==> config.mk <==
export PLATFORM = sky130hd
export DESIGN_NAME = text_to_utf8_transcoder
export DESIGN_NICKNAME = d
export VERILOG_FILES = /design/src/rtl/core/t2u_pkg.sv /design/src/rtl/core/t2u_front.sv /design/src/rtl/core/t2u_queue.sv /design/src/rtl/core/t2u_back.sv /design/src/rtl/core/text_to_utf8_transcoder.sv
export SDC_FILE = /design/constraint.sdc
export NUM_CORES = 1
export LEC_CHECK = 0
export ABC_AREA = 1
export BUFFER_PORTS_ARGS = -buffer_cell sky130_fd_sc_hd__buf_2
export CAP_MARGIN = 25
export CORE_MARGIN = 3
export CORE_UTILIZATION = 50
export CTS_CLUSTER_SIZE = 10
export DETAILED_ROUTE_END_ITERATION = 16
export PLACE_DENSITY_LB_ADDON = 0.2
export SLEW_MARGIN = 20
export SYNTH_ARGS = -nofsm -noshare
export SYNTH_HDL_FRONTEND = slang
export SYNTH_HIERARCHICAL = 1
export SYNTH_SLANG_ARGS = --single-unit
==> constraint.sdc <==
create_clock -name clock -period 5.88 [get_ports clock]
set_input_delay 1.176 -clock clock [delete_from_list [all_inputs] [get_ports clock]]
set_output_delay 1.176 -clock clock [all_outputs]
set_load 0.02 [all_outputs]
==> src/rtl/core/t2u_pkg.sv <==
// Shared types and constants of the text to UTF-8 transcoder.
package t2u_pkg;

   // Input encodings selected by the encoding register.
   typedef enum logic [1:0] {
      ENC_LATIN1   = 2'd0,
      ENC_UTF16_BOM = 2'd1,
      ENC_UTF16_BE = 2'd2,
      ENC_PASSTHRU = 2'd3
   } enc_type;

   // Register index of the encoding register (byte address 4 * index).
   localparam logic CSR_IDX_ENCODING = 1'b0;

   localparam int unsigned QUEUE_DEPTH_DEFAULT = 4;

   // UTF-8 lead and continuation patterns.
   localparam logic [7:0] UTF8_LEAD2 = 8'hC0;
   localparam logic [7:0] UTF8_LEAD3 = 8'hE0;
   localparam logic [7:0] UTF8_LEAD4 = 8'hF0;
   localparam logic [7:0] UTF8_CONT  = 8'h80;

   // Byte order mark for big endian.
   localparam logic [7:0] BOM_BE_FIRST  = 8'hFE;
   localparam logic [7:0] BOM_BE_SECOND = 8'hFF;

   // Top six bits of a high and a low surrogate.
   localparam logic [5:0] SURR_HIGH_TAG = 6'b110110;
   localparam logic [5:0] SURR_LOW_TAG  = 6'b110111;

   localparam logic [20:0] SUPPLEMENTARY_BASE = 21'h10000;

   // The output bytes caused by one input transfer.
   typedef struct packed {
      logic [3:0][7:0] bytes;     // emitted in order from bytes[0]
      logic [1:0]      count_m1;  // number of bytes minus one
      logic            valid;     // zero for the empty end marker
      logic            last;      // the input transfer closed the string
   } bundle_type;

endpackage

==> src/rtl/core/t2u_front.sv <==
// Front end: decodes each input byte into a bundle of UTF-8 bytes.
module t2u_front (
   input  logic                clock,
   input  logic                reset,
   input  t2u_pkg::enc_type    encoding,
   input  logic                in_fire,
   input  logic [7:0]          in_byte,
   input  logic                in_last,
   output t2u_pkg::bundle_type bundle,
   output logic                bundle_push
);
   import t2u_pkg::*;

   logic        phase_ff, phase_in;
   logic [7:0]  held_ff, held_in;
   logic [1:0]  marks_ff, marks_in;
   logic        be_ff, be_in;
   logic [9:0]  hbits_ff, hbits_in;
   logic        pending_ff, pending_in;
   logic        ended_ff, ended_in;

   logic [2:0]      n;
   logic [3:0][7:0] bytes;
   logic [15:0]     unit;
   logic            unit_be;
   logic            is_hi, is_lo;
   logic [20:0]     cp;
   logic            with_mark;

   assign with_mark = (encoding == ENC_UTF16_BOM);
   assign unit_be   = with_mark ? be_ff : 1'b1;
   assign unit      = unit_be ? {held_ff, in_byte} : {in_byte, held_ff};
   assign is_hi     = (unit[15:10] == SURR_HIGH_TAG);
   assign is_lo     = (unit[15:10] == SURR_LOW_TAG);
   assign cp        = SUPPLEMENTARY_BASE + {1'b0, hbits_ff, unit[9:0]};

   always_comb begin
      phase_in   = phase_ff;
      held_in    = held_ff;
      marks_in   = marks_ff;
      be_in      = be_ff;
      hbits_in   = hbits_ff;
      pending_in = pending_ff;
      ended_in   = ended_ff;
      n          = 3'd0;
      bytes      = '0;

      unique case (encoding)
         ENC_LATIN1: begin
            if (!ended_ff) begin
               if (in_byte == 8'd0) begin
                  ended_in = 1'b1;
               end else if (!in_byte[7]) begin
                  bytes[0] = in_byte;
                  n        = 3'd1;
               end else begin
                  bytes[0] = UTF8_LEAD2 | 8'(in_byte[7:6]);
                  bytes[1] = UTF8_CONT | 8'(in_byte[5:0]);
                  n        = 3'd2;
               end
            end
         end
         ENC_PASSTHRU: begin
            if (!ended_ff) begin
               if (in_byte == 8'd0) begin
                  ended_in = 1'b1;
               end else begin
                  bytes[0] = in_byte;
                  n        = 3'd1;
               end
            end
         end
         ENC_UTF16_BOM, ENC_UTF16_BE: begin
            if (with_mark && marks_ff < 2'd2) begin
               if (marks_ff == 2'd0) begin
                  held_in  = in_byte;
                  marks_in = 2'd1;
               end else begin
                  be_in    = (held_ff == BOM_BE_FIRST) && (in_byte == BOM_BE_SECOND);
                  marks_in = 2'd2;
               end
            end else if (!phase_ff) begin
               held_in  = in_byte;
               phase_in = 1'b1;
            end else begin
               phase_in   = 1'b0;
               pending_in = 1'b0;
               if (pending_ff && is_lo) begin
                  bytes[0] = UTF8_LEAD4 | 8'(cp[20:18]);
                  bytes[1] = UTF8_CONT | 8'(cp[17:12]);
                  bytes[2] = UTF8_CONT | 8'(cp[11:6]);
                  bytes[3] = UTF8_CONT | 8'(cp[5:0]);
                  n        = 3'd4;
               end else if (is_hi) begin
                  hbits_in   = unit[9:0];
                  pending_in = 1'b1;
               end else if (is_lo) begin
                  // A lone low surrogate is dropped.
                  n = 3'd0;
               end else if (unit < 16'h0080) begin
                  bytes[0] = unit[7:0];
                  n        = 3'd1;
               end else if (unit < 16'h0800) begin
                  bytes[0] = UTF8_LEAD2 | 8'(unit[10:6]);
                  bytes[1] = UTF8_CONT | 8'(unit[5:0]);
                  n        = 3'd2;
               end else begin
                  bytes[0] = UTF8_LEAD3 | 8'(unit[15:12]);
                  bytes[1] = UTF8_CONT | 8'(unit[11:6]);
                  bytes[2] = UTF8_CONT | 8'(unit[5:0]);
                  n        = 3'd3;
               end
            end
         end
         default: begin
            n = 3'd0;
         end
      endcase

      // The closing byte of a string returns every state bit to its reset value.
      if (in_last) begin
         phase_in   = 1'b0;
         held_in    = '0;
         marks_in   = '0;
         be_in      = 1'b0;
         hbits_in   = '0;
         pending_in = 1'b0;
         ended_in   = 1'b0;
      end
   end

   always_comb begin
      bundle.bytes    = bytes;
      bundle.count_m1 = (n == 3'd0) ? 2'd0 : 2'(n - 3'd1);
      bundle.valid    = (n != 3'd0);
      bundle.last     = in_last;
      bundle_push     = in_fire && ((n != 3'd0) || in_last);
   end

   always_ff @(posedge clock) begin
      if (reset) begin
         phase_ff   <= 1'b0;
         held_ff    <= '0;
         marks_ff   <= '0;
         be_ff      <= 1'b0;
         hbits_ff   <= '0;
         pending_ff <= 1'b0;
         ended_ff   <= 1'b0;
      end else if (in_fire) begin
         phase_ff   <= phase_in;
         held_ff    <= held_in;
         marks_ff   <= marks_in;
         be_ff      <= be_in;
         hbits_ff   <= hbits_in;
         pending_ff <= pending_in;
         ended_ff   <= ended_in;
      end
   end

endmodule

==> src/rtl/core/t2u_queue.sv <==
// Small bundle queue between the decoding front end and the byte serialiser.
module t2u_queue #(
   parameter int unsigned DEPTH = t2u_pkg::QUEUE_DEPTH_DEFAULT
) (
   input  logic                clock,
   input  logic                reset,
   input  logic                push,
   input  t2u_pkg::bundle_type push_data,
   input  logic                pop,
   output t2u_pkg::bundle_type head,
   output logic                head_valid,
   output logic                full
);
   import t2u_pkg::*;

   localparam int unsigned PTR_W = (DEPTH > 1) ? $clog2(DEPTH) : 1;
   localparam int unsigned CNT_W = $clog2(DEPTH + 1);
   localparam logic [PTR_W-1:0] PTR_LAST  = PTR_W'(DEPTH - 1);
   localparam logic [CNT_W-1:0] CNT_FULL  = CNT_W'(DEPTH);

   bundle_type       slots_ff [DEPTH];
   logic [PTR_W-1:0] wr_ptr_ff, wr_ptr_in;
   logic [PTR_W-1:0] rd_ptr_ff, rd_ptr_in;
   logic [CNT_W-1:0] count_ff, count_in;
   logic             do_push, do_pop;

   assign full       = (count_ff == CNT_FULL);
   assign head_valid = (count_ff != '0);
   assign head       = slots_ff[rd_ptr_ff];
   assign do_push    = push && !full;
   assign do_pop     = pop && head_valid;

   always_comb begin
      wr_ptr_in = wr_ptr_ff;
      rd_ptr_in = rd_ptr_ff;
      count_in  = count_ff;
      if (do_push) begin
         wr_ptr_in = (wr_ptr_ff == PTR_LAST) ? '0 : wr_ptr_ff + 1'b1;
      end
      if (do_pop) begin
         rd_ptr_in = (rd_ptr_ff == PTR_LAST) ? '0 : rd_ptr_ff + 1'b1;
      end
      if (do_push && !do_pop) begin
         count_in = count_ff + 1'b1;
      end else if (do_pop && !do_push) begin
         count_in = count_ff - 1'b1;
      end
   end

   always_ff @(posedge clock) begin
      if (reset) begin
         wr_ptr_ff <= '0;
         rd_ptr_ff <= '0;
         count_ff  <= '0;
      end else begin
         wr_ptr_ff <= wr_ptr_in;
         rd_ptr_ff <= rd_ptr_in;
         count_ff  <= count_in;
      end
   end

   always_ff @(posedge clock) begin
      if (do_push) begin
         slots_ff[wr_ptr_ff] <= push_data;
      end
   end

endmodule

==> src/rtl/core/t2u_back.sv <==
// Back end: serialises each queued bundle into output byte transfers.
module t2u_back (
   input  logic                clock,
   input  logic                reset,
   input  t2u_pkg::bundle_type head,
   input  logic                head_valid,
   output logic                pop,
   output logic                out_valid,
   input  logic                out_ready,
   output logic [7:0]          out_byte,
   output logic                out_byte_valid,
   output logic                out_last_of_run,
   output logic                out_string_end
);
   import t2u_pkg::*;

   logic [1:0] idx_ff, idx_in;
   logic       valid_ff, valid_in;
   logic [7:0] byte_ff, byte_in;
   logic       bvalid_ff, bvalid_in;
   logic       run_ff, run_in;
   logic       send_ff, send_in;
   logic       step, final_byte;

   assign step       = head_valid && (!valid_ff || out_ready);
   assign final_byte = (idx_ff == head.count_m1);
   assign pop        = step && final_byte;

   always_comb begin
      idx_in    = idx_ff;
      valid_in  = valid_ff;
      byte_in   = byte_ff;
      bvalid_in = bvalid_ff;
      run_in    = run_ff;
      send_in   = send_ff;
      if (step) begin
         valid_in  = 1'b1;
         byte_in   = head.bytes[idx_ff];
         bvalid_in = head.valid;
         run_in    = final_byte;
         send_in   = final_byte && head.last;
         idx_in    = final_byte ? 2'd0 : idx_ff + 2'd1;
      end else if (out_ready) begin
         valid_in = 1'b0;
      end
   end

   always_ff @(posedge clock) begin
      if (reset) begin
         idx_ff   <= '0;
         valid_ff <= 1'b0;
      end else begin
         idx_ff   <= idx_in;
         valid_ff <= valid_in;
      end
   end

   always_ff @(posedge clock) begin
      byte_ff   <= byte_in;
      bvalid_ff <= bvalid_in;
      run_ff    <= run_in;
      send_ff   <= send_in;
   end

   assign out_valid       = valid_ff;
   assign out_byte        = byte_ff;
   assign out_byte_valid  = bvalid_ff;
   assign out_last_of_run = run_ff;
   assign out_string_end  = send_ff;

endmodule

==> src/rtl/core/text_to_utf8_transcoder.sv <==
// Top level of the text to UTF-8 transcoder with its register port.
//
// Bytes of an encoded text string enter one per transfer on the req_ channel
// (req_tlast on the final byte) and leave as UTF-8 bytes on the rsp_ channel,
// one byte per transfer and per cycle while rsp_tready is high. The front end
// decodes one input byte per cycle, unless the queue is full, into a bundle
// of zero to four output bytes and writes it to a queue of QUEUE_DEPTH
// entries; the back end reads that queue and sends one byte per cycle, while
// rsp_tready is high, through a registered output stage. An input byte yields
// k output bytes (at most three, for a UTF-16 code unit from 0x0800 up, or
// four for a surrogate pair); one that yields none and does not close a string
// adds nothing to the output, so the sustained rate is set by the output byte
// count, but never more than one input byte per cycle. The encoding register
// (address 0) selects Latin-1, UTF-16 led by a byte order mark, UTF-16 big
// endian or passthrough; the user must see that it is written only while the
// block is idle, which the block itself does not enforce.
module text_to_utf8_transcoder #(
   parameter int unsigned QUEUE_DEPTH = t2u_pkg::QUEUE_DEPTH_DEFAULT
) (
   input  logic        clock,
   input  logic        reset,
   // Input stream.
   input  logic        req_tvalid,
   output logic        req_tready,
   input  logic [7:0]  req_tdata,   // [7:0] in_byte
   input  logic        req_tlast,   // last_in_string
   // Result stream.
   output logic        rsp_tvalid,
   input  logic        rsp_tready,
   output logic [7:0]  rsp_tdata,   // [7:0] out_byte
   output logic [1:0]  rsp_tuser,   // [0] byte_valid, [1] string_end
   output logic        rsp_tlast,   // last_of_run
   // Register port.
   input  logic        csr_psel,
   input  logic        csr_penable,
   input  logic        csr_pwrite,
   input  logic [2:0]  csr_paddr,
   input  logic [31:0] csr_pwdata,
   output logic [31:0] csr_prdata,
   output logic        csr_pready
);
   import t2u_pkg::*;

   enc_type    encoding_ff, encoding_in;
   logic       csr_write;
   logic       in_fire;
   bundle_type push_bundle, head_bundle;
   logic       push, pop, head_valid, queue_full;

   assign csr_pready = 1'b1;
   assign csr_write  = csr_psel && csr_penable && csr_pwrite && csr_pready
                       && (csr_paddr[2] == CSR_IDX_ENCODING);

   always_comb begin
      encoding_in = encoding_ff;
      if (csr_write) begin
         encoding_in = enc_type'(csr_pwdata[1:0]);
      end
   end

   always_ff @(posedge clock) begin
      if (reset) begin
         encoding_ff <= ENC_LATIN1;
      end else begin
         encoding_ff <= encoding_in;
      end
   end

   assign csr_prdata = (csr_paddr[2] == CSR_IDX_ENCODING) ? {30'd0, encoding_ff} : 32'd0;

   assign req_tready = !queue_full;
   assign in_fire    = req_tvalid && req_tready;

   t2u_front u_front (
      .clock       (clock),
      .reset       (reset),
      .encoding    (encoding_ff),
      .in_fire     (in_fire),
      .in_byte     (req_tdata),
      .in_last     (req_tlast),
      .bundle      (push_bundle),
      .bundle_push (push)
   );

   t2u_queue #(
      .DEPTH (QUEUE_DEPTH)
   ) u_queue (
      .clock      (clock),
      .reset      (reset),
      .push       (push),
      .push_data  (push_bundle),
      .pop        (pop),
      .head       (head_bundle),
      .head_valid (head_valid),
      .full       (queue_full)
   );

   t2u_back u_back (
      .clock           (clock),
      .reset           (reset),
      .head            (head_bundle),
      .head_valid      (head_valid),
      .pop             (pop),
      .out_valid       (rsp_tvalid),
      .out_ready       (rsp_tready),
      .out_byte        (rsp_tdata),
      .out_byte_valid  (rsp_tuser[0]),
      .out_last_of_run (rsp_tlast),
      .out_string_end  (rsp_tuser[1])
   );

   // An empty end marker only ever closes a string.
   a_marker_closes: assert property (@(posedge clock) disable iff (reset)
      rsp_tvalid && !rsp_tuser[0] |-> rsp_tlast && rsp_tuser[1])
      else $error("empty end marker without closing flags");

   // The end of a string is always the end of a run.
   a_end_is_run_end: assert property (@(posedge clock) disable iff (reset)
      rsp_tvalid && rsp_tuser[1] |-> rsp_tlast)
      else $error("string end without last of run");

   // Nothing is in the output stage in the cycle after reset.
   a_idle_after_reset: assert property (@(posedge clock)
      reset |=> !rsp_tvalid)
      else $error("result transfer offered straight after reset");

   // The queue pops only when it has a bundle to give.
   a_pop_needs_head: assert property (@(posedge clock) disable iff (reset)
      pop |-> head_valid)
      else $error("queue popped while empty");

endmodule

======== After elaboration in Yosys (flattened, before gate mapping) ========
Memory sizes are Yosys's and may differ from the RTL's. A register that Yosys moved wholly into a read port is not among the register bits.
Index checks and enable logic that the tools add are counted.
word-level totals
  register bits ........................... 47
  input bits .............................. 51
  word-level logic and storage cells ...... 171
  output and inout bits ................... 46
  memories kept ........................... 1
  bits in writable memories ............... 144
operators by class
  mux-type cells .......................... 82
  eq/ne operators ......................... 16
  bitwise operators ....................... 1
  reduce and logical (&&, ||, !) cells .... 43
  add/sub/neg operators ................... 7
  order comparisons ....................... 4
memory list
  name              words  bits a word  read ports  clocked after memory_dff  wr ports  line             source
  u_queue.slots_ff  4      36           1           1                         1         t2u_queue.sv:21  bundle_type slots_ff [DEPTH];
operator list
  cell                                                                     number
  8-bit 2-to-1 mux                                                         13
  16-bit 2-to-1 mux                                                        5
  24-bit 2-to-1 mux                                                        3
  32-bit 2-to-1 mux                                                        2
  10-bit 2-to-1 mux                                                        6
  3-bit 2-to-1 mux                                                         11
  1-bit 2-to-1 mux                                                         25
  2-bit 2-to-1 mux                                                         12
  8-bit case mux with 3 select lines                                       1
  17-bit by 20-bit adder with 21-bit output (first input constant)         1
  8-bit binary-select mux with 2-bit select                                1
  8-bit == test (second input constant)                                    2
  16-bit by 12-bit < comparator with 1-bit output (second input constant)  1
  16-bit by 8-bit < comparator with 1-bit output (second input constant)   1
  8-bit case mux with 2 select lines                                       1
  1-bit logical AND                                                        15
  14-bit 2-to-1 mux                                                        1
  2-bit nonzero test                                                       7
  6-bit == test (second input constant)                                    2
  4-bit AND reduction                                                      3
  3-bit case mux with 3 select lines                                       1
  2-bit == test (second input constant)                                    4
  8-bit logical NOT                                                        1
  2-bit by 1-bit adder with 2-bit output (second input constant)           3
  20 further kinds                                                         31

======== Longest topological paths before layout ========
Gate-level depths: netlist of run 1.
  depth after elaboration ................. 20
  depth in mapped cells ................... 26
  gate-level depth less buffers ........... 26

======== Hierarchy ========
Netlist of run 1, hierarchy kept.
by module, submodules not included
  module                   sequential area each (um^2)  instances  cells each  area an instance (um^2)
  t2u_queue                4504.3                       1          418         5873.1
  t2u_front                480.5                        1          386         2328.5
  t2u_back                 390.4                        1          90          787.0
  text_to_utf8_transcoder  40.0                         1          60          381.6

======== Least setup slack after synthesis of run 1 ========
No wires, ideal clock.
  path kind ............................... input to register
  start ................................... input req_tdata[7]
  end ..................................... memory u_queue/slots_ff[0][0] (netlist bit) (enable)
  arrival time ............................ 4.104 ns
  cell stages on the path ................. 16
  path slack .............................. 1.347 ns
  path buffers ............................ 1
  library setup time ...................... 0.429 ns
  data required time ...................... 5.451 ns
  path through ............................ buf_2 > inv_1 > nand3_1 > nand2_1 > inv_1 > nand2_1 > nor2_2 > nor2_2 > nand2_1 > nand2_1 > nand2_1 > nand4_4 > nor2_2 > nor2_1 > nand2_2 > nor2_1
RTL lines
  item                line                           source
  start: declaration  text_to_utf8_transcoder.sv:25  input logic [7:0] req_tdata,
  end: declaration    t2u_queue.sv:21

==> results of run 1 <==
-- stage by stage --
step	cells	setup slack [ps]	hold WS, ps	util [%]	power, uW
after global placement	1179	1552	465.1	51.91	3076
after CTS	1211	1493	481.8	54.95	4161
final	1211	1489	480.9	54.95	4136
after global routing	1211	1180	510.3	54.95	4386
after detailed placement	1179	1542	472.4	51.91	3090
after floorplan	985	1347	453.4	-	2820
-- path summary, 6_finish.rpt --
kind	cells after the start	slack [ps]	end	from
setup reg to reg	12	1490	u_queue/slots_ff[1][22]	encoding_ff[0]
hold / removal	2	480	u_front/hbits_ff[0]	u_front/hbits_ff[0]
hold reg to reg	2	480	u_front/hbits_ff[0]	u_front/hbits_ff[0]
setup / recovery	12	1490	u_queue/slots_ff[1][22]	encoding_ff[0]
-- cell families after synthesis --
group	synth area share, %
simple gates	17.08
other cells	0.1202
flops	57.79
fa+ha+maj	1.682
buf+inv	9.694
xor+xnor	0.2805
compound gates	13.35
-- per-layer routing --
layer  up-vias  wire length, um  track usage (%)
li1       3250                -                -
met1      3089             9572            29.85
met2       210             9856            33.01
met3        34             1147            3.449
met4         0              331            6.353
met5         -                0                0
-- tightest hold or removal path, cell delays in order, from the launching register on --
cell and delay, ps:
sky130_fd_sc_hd__dfxtp_1 310, sky130_fd_sc_hd__nand3_1 70, sky130_fd_sc_hd__o21ai_1 50
-- flip-flops by register name, indices dropped and copies added (netlist names), named ones only --
register                count
u_front/phase_ff            1
u_back/out_byte_valid       1
u_back/out_valid            1
u_queue/count_ff            3
u_queue/wr_ptr_ff           2
u_back/out_last_of_run      1
u_back/out_string_end       1
u_back/out_byte             8
u_front/held_ff             8
u_front/be_ff               1
u_front/pending_ff          1
u_queue/rd_ptr_ff           2
u_front/marks_ff            2
encoding_ff                 2
u_front/hbits_ff           10
u_front/ended_ff            1
u_queue/slots_ff          144
u_back/idx_ff               2
-- cell type report --
cell class,count,share of cell area (%)
Sequential cell,193,54.13
Multi-Input combinational cell,628,31.91
Clock buffer,18,4.289
Inverter,90,3.451
Tap cell,229,2.864
Timing Repair Buffer,39,2.101
Clock inverter,14,1.250
-- power groups by stage --
stage / Clock [uW] / Combinational (uW) / Sequential [uW]
after floorplan: 0 / 936 / 1880
after global placement: 0 / 1220 / 1860
after detailed placement: 0 / 1230 / 1860
after CTS: 1100 / 1230 / 1830
after global routing: 1160 / 1380 / 1850
final: 1080 / 1230 / 1830
-- placed cells by master (no fill, tap or decap), types with 3 or more instances in the layout --
cell / netlist / layout
sky130_fd_sc_hd__nand2_2: 16 / 16
sky130_fd_sc_hd__xor2_1: 3 / 3
sky130_fd_sc_hd__inv_1: 82 / 82
sky130_fd_sc_hd__nor2_4: 0 / 4
sky130_fd_sc_hd__clkinvlp_4: 0 / 3
sky130_fd_sc_hd__inv_6: 1 / 5
sky130_fd_sc_hd__o22ai_1: 51 / 51
sky130_fd_sc_hd__nor3_1: 4 / 4
sky130_fd_sc_hd__dfxtp_1: 38 / 37
sky130_fd_sc_hd__nor2_1: 159 / 155
sky130_fd_sc_hd__nand3_1: 42 / 42
sky130_fd_sc_hd__nand3_2: 5 / 5
sky130_fd_sc_hd__nand3b_1: 3 / 3
sky130_fd_sc_hd__edfxtp_1: 155 / 155
sky130_fd_sc_hd__ha_1: 11 / 11
sky130_fd_sc_hd__o21ai_0: 53 / 53
sky130_fd_sc_hd__buf_2: 12 / 33
sky130_fd_sc_hd__buf_4: 41 / 6
sky130_fd_sc_hd__o21ai_1: 71 / 71
sky130_fd_sc_hd__o211ai_1: 3 / 3
sky130_fd_sc_hd__conb_1: 3 / 34
sky130_fd_sc_hd__inv_2: 6 / 6
sky130_fd_sc_hd__a21oi_1: 23 / 23
sky130_fd_sc_hd__a211oi_1: 9 / 9
sky130_fd_sc_hd__clkinv_4: 0 / 4
sky130_fd_sc_hd__nand2_4: 3 / 3
sky130_fd_sc_hd__nand2_1: 107 / 107
sky130_fd_sc_hd__nor2_2: 8 / 8
sky130_fd_sc_hd__clkbuf_16: 0 / 17
sky130_fd_sc_hd__nand4_1: 7 / 7
==> results.py, run 1 <==
metrics = {
    "sta": {
        "grt_setup_unrepaired": "no",
        "setup_violations": 0,
        "maxClockFrequency_ghz": 0.2277,
        "hold_viol": 0,
        "fin_worst_skew_ps": 10.92,
        "final_critical_path_share_of_the_clock_period_pct": 74.68,
        "total_count_of_max_transition_violations_in_the_final_report": 0,
        "worstMarginPinSlew_ps": 868.0,
        "fin_crit_ps": 4391,
        "max_slew_margin_pct": 41.52,
        "fin_setup_tns_ps": 0,
    },
    "setup_path": {
        "timing.critical_path.cells": "ha_1 > nand2_2 > o21ai_0 > nand3_1 > nor2_2 > nand4_1 > nand4_4 > nor2_2 > nor2_1 > nand2_2 > nor2_4 > buf_4",
        "worstSetupEndpointType": "flop",
        "critical_path_arrival_ps": 4480,
        "critical_path.startpoint_type": "flop",
        "critical-path-max-stage-delay_ps": 550,
        "worst-setup-path-type": "reg -> reg",
        "critPathBufInv": 1,
        "required_ps": 5970,
        "critPathTopFamily": "simple AND/OR/NAND/NOR gates",
        "critical_path.slowest_cell": "sky130_fd_sc_hd__ha_1",
        "path_max_fanout": 28,
    },
    "pwr": {
        "p_leak_uw": 0.003897,
        "power_switching_share_pct": 36.04,
        "p_int_uw": 2645,
        "power.share.combinational_pct": 29.7,
        "sequentialPowerShare_pct": 44.3,
        "power_density_mw_per_mm2": 413.4,
        "part_of_the_total_power_dissipated_in_the_clock_network_pct": 26.1,
        "net-switching-power_uw": 1491,
        "vdd_drop_max_mv": 0.2060,
    },
    "floorplanning": {
        "floorplan.die.width_um": 142.9,
        "floorplan.io_pins": 97,
        "die_height_um": 142.9,
        "initial_utilization_pct": 51.46,
        "dieArea_sq_mm": 0.02042,
        "core_area_sq_mm": 0.01821,
        "num_rows": 49,
    },
    "clock_tree": {
        "clock_latency_ps": 430,
        "clock_tree.root_cell": "sky130_fd_sc_hd__clkbuf_16",
        "postCtsHoldBufs": 0,
        "clock_sink_count": 193,
        "post_cts.resized_instances": 0,
        "post_cts.repair.setup_buffers": 0,
        "cts_max_level": 4,
        "cts.path.max_buffers": 2,
        "clk_transition_reported_paths_ps": 70,
        "cts-buffers-inserted": 17,
        "tritoncts": "yes",
    },
    "placed_design": {
        "gp_routability_congestion": 0.9506,
        "place_area_sq_mm": 0.009452,
        "port-buffer-count": 33,
        "place_hpwl_um": 13480,
    },
    "worst_hold_path": {
        "worstHoldPathType": "reg -> reg",
    },
    "detailed_routing": {
        "routed-via-count": 6583,
        "viasPerCell": 5.436,
        "detail_route.iter0.violations": 545,
        "drt_pre_antenna_iters": 5,
        "detail-route-antenna-nets": 0,
        "drc": 0,
        "mean_routed_wirelength_per_cell_um": 17.26,
        "wl_um": 20910,
    },
    "final_layout": {
        "seqCellArea_sq_mm": 0.005416,
        "antenna_cells": 0,
        "multiInputGateArea_sq_mm": 0.003193,
        "synthToLayoutAreaGrowth_pct": 6.783,
        "num-nets-final": 1032,
        "final_cell_area_sq_mm": 0.01001,
        "number_of_fill_cells": 1621,
        "layout-drive-gt1-share_pct": 12.73,
    },
    "yosys": {
        "postSynth.topFlopCell": "sky130_fd_sc_hd__edfxtp_1",
        "synth.ff_latch_count": 193,
        "warning_count_from_the_yosys_run": 6,
        "synth.top_cell.area_share_pct": 49.67,
        "netlist_top_cells_area": "sky130_fd_sc_hd__edfxtp_1 (50%), sky130_fd_sc_hd__dfxtp_1 (8.1%), sky130_fd_sc_hd__nor2_1 (6.4%)",
        "post-synth-top-count-cell": "sky130_fd_sc_hd__nor2_1",
        "postSynth.asyncResetShare_pct": 0,
        "edff_count_synth": 155,
        "synthCells": 954,
        "register_area_share_after_synthesis_pct": 57.79,
        "syn_area_per_cell_sq_um": 9.822,
        "synthTopCellsByCount": "sky130_fd_sc_hd__nor2_1 (159), sky130_fd_sc_hd__edfxtp_1 (155), sky130_fd_sc_hd__nand2_1 (107)",
        "synth_area_leader_cell": "sky130_fd_sc_hd__edfxtp_1",
        "netlist_area_sq_mm": 0.009370,
        "netlist-cell-type-count": 45,
    },
    "global_route": {
        "pin_count_of_the_biggest_net_entering_global_routing": 73,
        "global_route_wire_length_before_repair_um": 32460,
        "grt_usage_pct": 20.88,
        "grt-ovfl-total": 0,
        "number_of_antenna_violations_at_the_first_check_in_global_routing": 0,
        "grt_pass1_vias": 5960,
    },
    "run_status": {
        "outcome": "finished, final reports clean",
    },
    "flow_run": {
        "cap_violations": 0,
    },
}
(Power assumes the default switching activity.)
==> run 2, diff against run 1 <==
--- a/config.mk
+++ b/config.mk
@@ -5,7 +5,7 @@
 export SDC_FILE = /design/constraint.sdc
 export NUM_CORES = 1
 export LEC_CHECK = 0
-export ABC_AREA = 1
+export ABC_AREA = 0
 export BUFFER_PORTS_ARGS = -buffer_cell sky130_fd_sc_hd__buf_2
 export CAP_MARGIN = 25
 export CORE_MARGIN = 3
==> constraint.sdc (replaced) <==
create_clock -name clock -period 3.6 [get_ports clock]
set_input_delay 0.72 -clock clock [delete_from_list [all_inputs] [get_ports clock]]
set_output_delay 0.72 -clock clock [all_outputs]
set_load 0.02 [all_outputs]
==> run 2 against run 1 <==
Net effect:
- sequential share of layout area is 0.18 points lower
- hold slack got worse by 22 ps
- critical path depth rose by 3
- synthesized cell count is 35% lower
- maximum frequency grew 30%
- highest routed layer unchanged
- area after synthesis decreased by 3.9%
- clock power increased by 71%
- critical path type unchanged
- non-clock buffer count rose by 38
- core utilization up 2.5 points
- critical endpoint is now u_queue/count_ff[2]
==> results.py, run 2 <==
metrics = {
    "yosys": {
        "netlist-cell-type-count": 77,
        "post-synth-top-count-cell": "sky130_fd_sc_hd__edfxtp_1",
        "synthTopCellsByCount": "sky130_fd_sc_hd__edfxtp_1 (155), sky130_fd_sc_hd__mux4_2 (41), sky130_fd_sc_hd__dfxtp_1 (38)",
        "synth_compound_gate_area_share_pct": 8.486,
        "netlist_top_cells_area": "sky130_fd_sc_hd__edfxtp_1 (52%), sky130_fd_sc_hd__mux4_2 (10%), sky130_fd_sc_hd__dfxtp_1 (8.4%)",
        "synth_top_family_by_area": "multiplexers",
        "synth_simple_gate_area_share_pct": 9.486,
        "synthCells": 617,
        "netlist_area_sq_mm": 0.009009,
        "syn_area_per_cell_sq_um": 14.60,
        "register_area_share_after_synthesis_pct": 60.11,
        "synth.ff_latch_count": 193,
        "yosys.area_share.adder_pct": 1.750,
        "edff_count_synth": 155,
        "xor_xnor_share_of_the_synthesized_area_pct": 0.6667,
        "synth_area_leader_cell": "sky130_fd_sc_hd__edfxtp_1",
        "postSynth.topFlopCell": "sky130_fd_sc_hd__edfxtp_1",
        "synthMuxAreaShare_pct": 13.50,
        "synth.top_cell.area_share_pct": 51.67,
        "warning_count_from_the_yosys_run": 6,
        "postSynth.asyncResetShare_pct": 0,
    },
    "detailed_routing": {
        "viasPerCell": 5.927,
        "mean_routed_wirelength_per_cell_um": 21.25,
        "drc": 0,
        "wl_um": 19400,
        "detail_route.iter0.violations": 413,
        "detail-route-antenna-nets": 0,
        "routed-via-count": 5411,
        "drt_pre_antenna_iters": 6,
    },
    "pwr": {
        "p_leak_uw": 0.003552,
        "vdd_drop_max_mv": 0.3453,
        "power_density_mw_per_mm2": 613.6,
    },
    "setup_path": {
        "critical_path.reg2reg.endpoint": "u_queue/count_ff[2]",
        "ff2ff_setup_slack_ps": 220,
        "critical_path_arrival_ps": 3740,
        "path_max_fanout": 8,
        "timing.reg2reg.worst_path_depth": 15,
        "critical_path.startpoint_type": "flop",
        "critical_path.reg2reg.startpoint": "encoding_ff[1]",
        "required_ps": 3960,
        "worstSetupEndpointType": "flop",
        "worst-setup-path-type": "reg -> reg",
    },
    "final_layout": {
        "final_common_cell": "sky130_fd_sc_hd__edfxtp_1",
        "synthToLayoutAreaGrowth_pct": 11.43,
        "layout-drive-gt1-share_pct": 25.29,
        "antenna_cells": 0,
        "largest_register_ff_count": 144,
        "reg.largest.list": "u_queue/slots_ff (144), u_front/hbits_ff (10)",
        "num-nets-final": 739,
        "largest_register_by_flop_count": "u_queue/slots_ff",
        "most-common-layout-cells": "sky130_fd_sc_hd__edfxtp_1 (155), sky130_fd_sc_hd__buf_4 (44), sky130_fd_sc_hd__mux4_2 (41)",
        "final_cell_area_sq_mm": 0.01004,
        "number_of_fill_cells": 1378,
        "layout.cells.non_filler": 913,
    },
    "clock_tree": {
        "post_cts.repair.setup_buffers": 0,
        "clock_sink_count": 193,
        "clock_latency_ps": 430,
        "cts-buffers-inserted": 17,
        "clk_transition_reported_paths_ps": 70,
        "tritoncts": "yes",
        "cts.path.max_buffers": 2,
        "cts_max_level": 4,
        "clock_tree.root_cell": "sky130_fd_sc_hd__clkbuf_16",
    },
    "sta": {
        "final_critical_path_share_of_the_clock_period_pct": 93.97,
        "fin_worst_skew_ps": 6.836,
        "maxClockFrequency_ghz": 0.2956,
        "max_slew_margin_pct": 54.14,
        "setup_violations": 0,
        "fin_crit_ps": 3383,
        "hold_ws_ps": 459.2,
        "hold_viol": 0,
        "total_count_of_max_transition_violations_in_the_final_report": 0,
        "grt_setup_unrepaired": "no",
        "worstMarginPinSlew_ps": 682.6,
    },
    "floorplanning": {
        "num_rows": 48,
        "initial_utilization_pct": 51.55,
        "floorplan.io_pins": 97,
        "die_height_um": 140.2,
        "floorplan.die.width_um": 140.2,
        "core_area_sq_mm": 0.01748,
        "dieArea_sq_mm": 0.01966,
    },
    "placed_design": {
        "port-buffer-count": 33,
        "place.detailed.instances": 882,
        "gp_routability_congestion": 0.9235,
        "place_hpwl_um": 12790,
        "place_area_sq_mm": 0.009454,
    },
    "worst_hold_path": {
        "hold-path-endpoint": "u_front/hbits_ff[1]",
        "hold_start": "u_front/hbits_ff[1]",
        "worstHoldPathType": "reg -> reg",
        "min_delay_path_depth": 2,
    },
    "global_route": {
        "grt-ovfl-total": 0,
        "number_of_antenna_violations_at_the_first_check_in_global_routing": 0,
        "pin_count_of_the_biggest_net_entering_global_routing": 37,
        "global_route_wire_length_before_repair_um": 30710,
        "grt_usage_pct": 20.48,
        "grt_pass1_vias": 5411,
    },
    "flow_run": {
        "cap_violations": 0,
    },
    "run_status": {
        "outcome": "finished, final reports clean",
    },
}
==> run 2: cell count changes in the layout (fill, tap and decap cells not counted), sizes merged, moves of 38 or more <==
| cell | previous run | this run |
|---|---|---|
| mux4 | 0 | 44 |
| nand2 | 126 | 26 |
| inv | 95 | 17 |
| o21ai | 126 | 38 |
| o22ai | 52 | 10 |
| nand3 | 48 | 10 |
| buf | 39 | 77 |
| nor2 | 168 | 26 |
==> run 2: logic make-up (layout without fill, tap and decap cells) <==
kind of cell    count (synthesis)  count (layout)
mux                            64              64
xor+xnor                        6               6
fa+ha+maj                      12              12
flops                         193             193
other cells                     3              34
simple gates                  142             142
compound gates                115             115
buf+inv                        82             122
==> run 2: how the worst max path moves through the flow <==
stage / startpoint / slack, ps / end
6_report: encoding_ff[1] / 220 / u_queue/count_ff[2]
5_1_grt: encoding_ff[1] / 30 / u_queue/count_ff[2]
4_1_cts: encoding_ff[1] / 130 / u_queue/count_ff[2]
3_5_place_dp: req_tdata[7] / -70 / u_queue/count_ff[2]
3_3_place_gp: req_tdata[7] / 10 / u_queue/count_ff[2]
2_1_floorplan: req_tdata[4] / 60 / u_queue/count_ff[2]
==> run 2: worst max-delay path: stages (launching register included) <==
cell                       delay (ps)
sky130_fd_sc_hd__dfxtp_1          310
sky130_fd_sc_hd__inv_1             70
sky130_fd_sc_hd__ha_2             260
sky130_fd_sc_hd__or3b_4           430
sky130_fd_sc_hd__o32a_1           250
sky130_fd_sc_hd__nor4_4           170
sky130_fd_sc_hd__or4_4            180
sky130_fd_sc_hd__o21a_1           130
sky130_fd_sc_hd__bufinv_8         180
sky130_fd_sc_hd__nor2_2           110
sky130_fd_sc_hd__ha_1             170
sky130_fd_sc_hd__inv_1             60
sky130_fd_sc_hd__fa_1             370
sky130_fd_sc_hd__xor2_1           170
sky130_fd_sc_hd__or3_1            300
sky130_fd_sc_hd__a21oi_1          150
==> run 2: timing repair <==
item | in CTS | in global routing
hold buffers | 0 | 0
gates resized for setup | 0 | 1
endpoints found under the setup margin | 0 | 1
==> run 2: metal layers <==
metal	wire, um	vias up	GRT usage [%]
li1	-	2449	-
met1	8764	2748	29.19
met2	9312	188	32.18
met3	956	26	3.790
met4	369	0	6.731
met5	0	-	0
==> run 2: final cells by class <==
class	count	area (sq um)	area share (%)
sequential	193	5416	53.96
inverter	14	71.32	0.7105
clock buffer	18	429.2	4.275
clock inverter	13	152.6	1.521
multi-input combinational	373	3192	31.80
timing repair buffer	77	495.5	4.936
tap	225	281.5	2.804
==> run 2: metrics by stage <==
| stage | worst slack, ps | setup TNS [ps] | power, uW | utilization (%) |
|---|---|---|---|---|
| after floorplan | 56.42 | 0 | 3994 | - |
| final | 217.1 | 0 | 6159 | 57.44 |
| after global placement | 9.970 | 0 | 4332 | 54.10 |
| after CTS | 126.5 | 0 | 6236 | 57.42 |
| after global routing | 25.14 | 0 | 6443 | 57.44 |
| after detailed placement | -65.94 | -88.20 | 4384 | 54.10 |
==> run 2: report_power, final <==
group	switching [uW]	internal, uW	leakage, uW
registers	103	2770	0.00175
clock network	817	1030	0.000273
logic	805	628	0.00152
total	1720	4430	0.00355
==> run 3, diff against run 2 <==
--- a/config.mk
+++ b/config.mk
@@ -12,7 +12,7 @@
 export CORE_UTILIZATION = 50
 export CTS_CLUSTER_SIZE = 10
 export DETAILED_ROUTE_END_ITERATION = 16
-export PLACE_DENSITY_LB_ADDON = 0.2
+export PLACE_DENSITY = 0.69
 export SLEW_MARGIN = 20
 export SYNTH_ARGS = -nofsm -noshare
 export SYNTH_HDL_FRONTEND = slang
==> run 3 against run 2 <==
Net effect:
- sequential share of layout area about the same
- global-route usage down 0.28 points
- core utilization about the same
- worst setup slack got worse by 4.5 ps
- sequential cell count unchanged
- hold slack gained 5.0 ps
- combinational power about the same
- first-iteration DRC count shrank 8.2%
- clock-buffer cell count is 2 higher
- critical path depth is the same
- sequential power about the same
- critical path type unchanged
- largest power group unchanged
==> results.py, run 3 (same netlist as run 2, synthesis figures left out) <==
metrics = {
    "setup_path": {
        "worst-setup-path-type": "reg -> reg",
        "critPathBufInv": 3,
        "worstSetupEndpointType": "flop",
        "critical_path_arrival_ps": 3750,
        "path_max_fanout": 8,
        "critPathTopFamily": "simple AND/OR/NAND/NOR gates",
        "critical_path.slowest_cell": "sky130_fd_sc_hd__or3b_4",
        "required_ps": 3960,
        "critical_path.startpoint_type": "flop",
        "timing.critical_path.mode_cell": "sky130_fd_sc_hd__inv_1",
        "timing.critical_path.cells": "inv_1 > ha_4 > or3b_4 > o32a_1 > nor4_4 > or4_4 > o21a_1 > bufinv_8 > nor2_2 > ha_1 > inv_1 > fa_1 > xor2_1 > or3_1 > a21oi_1",
        "critical-path-max-stage-delay_ps": 420,
    },
    "floorplanning": {
        "floorplan.io_pins": 97,
        "initial_utilization_pct": 51.55,
        "die_height_um": 140.2,
        "dieArea_sq_mm": 0.01966,
        "floorplan.die.width_um": 140.2,
        "core_area_sq_mm": 0.01748,
        "num_rows": 48,
    },
    "pwr": {
        "power_density_mw_per_mm2": 620.0,
        "total_chip_power_uw": 6226,
        "net-switching-power_uw": 1709,
        "power.share.combinational_pct": 23.0,
        "part_of_the_total_power_dissipated_in_the_clock_network_pct": 30.8,
        "sequentialPowerShare_pct": 46.2,
        "p_int_uw": 4518,
        "vdd_drop_max_mv": 0.3264,
        "power_switching_share_pct": 27.44,
        "p_leak_uw": 0.003563,
    },
    "sta": {
        "fin_crit_ps": 3387,
        "final_critical_path_share_of_the_clock_period_pct": 94.09,
        "maxClockFrequency_ghz": 0.2952,
        "worstMarginPinSlew_ps": 754.8,
        "max_slew_margin_pct": 48.24,
        "grt_setup_unrepaired": "no",
        "worst_slack_ps": 212.6,
        "hold_viol": 0,
        "total_count_of_max_transition_violations_in_the_final_report": 0,
        "fin_worst_skew_ps": 13.77,
        "setup_violations": 0,
    },
    "clock_tree": {
        "cts-buffers-inserted": 17,
        "cts.path.max_buffers": 2,
        "clk_transition_reported_paths_ps": 70,
        "tritoncts": "yes",
        "clock_sink_count": 193,
        "post_cts.resized_instances": 0,
        "postCtsHoldBufs": 0,
        "cts_max_level": 4,
        "post_cts.repair.setup_buffers": 0,
        "clock_tree.root_cell": "sky130_fd_sc_hd__clkbuf_16",
        "clock_latency_ps": 430,
    },
    "placed_design": {
        "gp_routability_congestion": 0.9591,
        "detailedPlace.worstSlack_ps": -99.81,
        "place.detailed.instances": 878,
        "place_hpwl_um": 12500,
        "port-buffer-count": 33,
        "place_area_sq_mm": 0.009424,
    },
    "global_route": {
        "grt_pass1_vias": 5547,
        "global_route_wire_length_before_repair_um": 30570,
        "pin_count_of_the_biggest_net_entering_global_routing": 37,
        "number_of_antenna_violations_at_the_first_check_in_global_routing": 0,
        "grt_usage_pct": 20.19,
        "grt-ovfl-total": 0,
    },
    "detailed_routing": {
        "detail-route-antenna-nets": 0,
        "wl_um": 18980,
        "drt_pre_antenna_iters": 5,
        "viasPerCell": 5.889,
        "detail_route.iter0.violations": 379,
        "drc": 0,
        "mean_routed_wirelength_per_cell_um": 20.86,
        "routed-via-count": 5359,
    },
    "final_layout": {
        "layout.cells.non_filler": 910,
        "largest_register_by_flop_count": "u_queue/slots_ff",
        "final_cell_area_sq_mm": 0.01004,
        "largest_register_ff_count": 144,
        "synthToLayoutAreaGrowth_pct": 11.47,
        "num-nets-final": 735,
        "reg.largest.list": "u_queue/slots_ff (144), u_front/hbits_ff (10)",
        "most-common-layout-cells": "sky130_fd_sc_hd__edfxtp_1 (155), sky130_fd_sc_hd__mux4_2 (41), sky130_fd_sc_hd__buf_4 (40)",
        "layout-drive-gt1-share_pct": 24.82,
        "antenna_cells": 0,
        "final_common_cell": "sky130_fd_sc_hd__edfxtp_1",
        "post-route-util_pct": 57.46,
    },
    "run_status": {
        "outcome": "finished, final reports clean",
    },
    "flow_run": {
        "cap_violations": 0,
    },
    "worst_hold_path": {
        "worstHoldPathType": "reg -> reg",
    },
}
==> run 3: cell types whose count changed in the layout (fill, tap and decap cells not counted), moves of 2 or more <==
cell and delta:
sky130_fd_sc_hd__clkinv_2 +2, sky130_fd_sc_hd__inv_6 -2, sky130_fd_sc_hd__clkinvlp_4 -4, sky130_fd_sc_hd__buf_4 -4
==> run 3: layout make-up <==
| class | count | area [sq um] |
|---|---|---|
| Clock buffer | 20 | 446.7 |
| Clock inverter | 12 | 157.7 |
| Fill cell | 1376 | 7435 |
| Inverter | 14 | 71.32 |
| Multi-Input combinational cell | 373 | 3203 |
| Sequential cell | 193 | 5416 |
| Tap cell | 225 | 281.5 |
| Timing Repair Buffer | 73 | 465.4 |
==> run 3: metrics by stage <==
step	hold WS (ps)	TNS (ps)
2_1_floorplan	424.9	0
6_report	464.2	0
3_5_place_dp	447.8	-141.0
3_3_place_gp	438.4	-25.16
4_1_cts	463.2	0
5_1_grt	497.1	0
==> run 3: worst paths after layout <==
path | startpoint | endpoint | slack (ps) | cells past startpoint
setup reg to reg | encoding_ff[1] | u_queue/count_ff[2] | 210 | 15
setup / recovery | encoding_ff[1] | u_queue/count_ff[2] | 210 | 15
hold / removal | u_front/hbits_ff[3] | u_front/hbits_ff[3] | 460 | 2
hold reg to reg | u_front/hbits_ff[3] | u_front/hbits_ff[3] | 460 | 2
==> run 3: tightest hold or removal path, cell delays in order, from the launching register on <==
cell,delay (ps)
sky130_fd_sc_hd__dfxtp_1,330
sky130_fd_sc_hd__nand2_1,50
sky130_fd_sc_hd__o21ai_0,60
==> run 3: layer usage <==
layer | track usage (%) | wire, um
met5 | 0 | 0
met3 | 3.858 | 948
met4 | 7.700 | 459
met1 | 28.05 | 8421
met2 | 31.91 | 9153
==> run 3: power by group through the flow <==
stage	Sequential [uW]	Clock, uW	Combinational, uW
3_3_place_gp	2910	0	1420
4_1_cts	2880	1960	1460
6_report	2880	1920	1430
5_1_grt	2910	2050	1560
2_1_floorplan	3000	0	997
3_5_place_dp	2920	0	1450
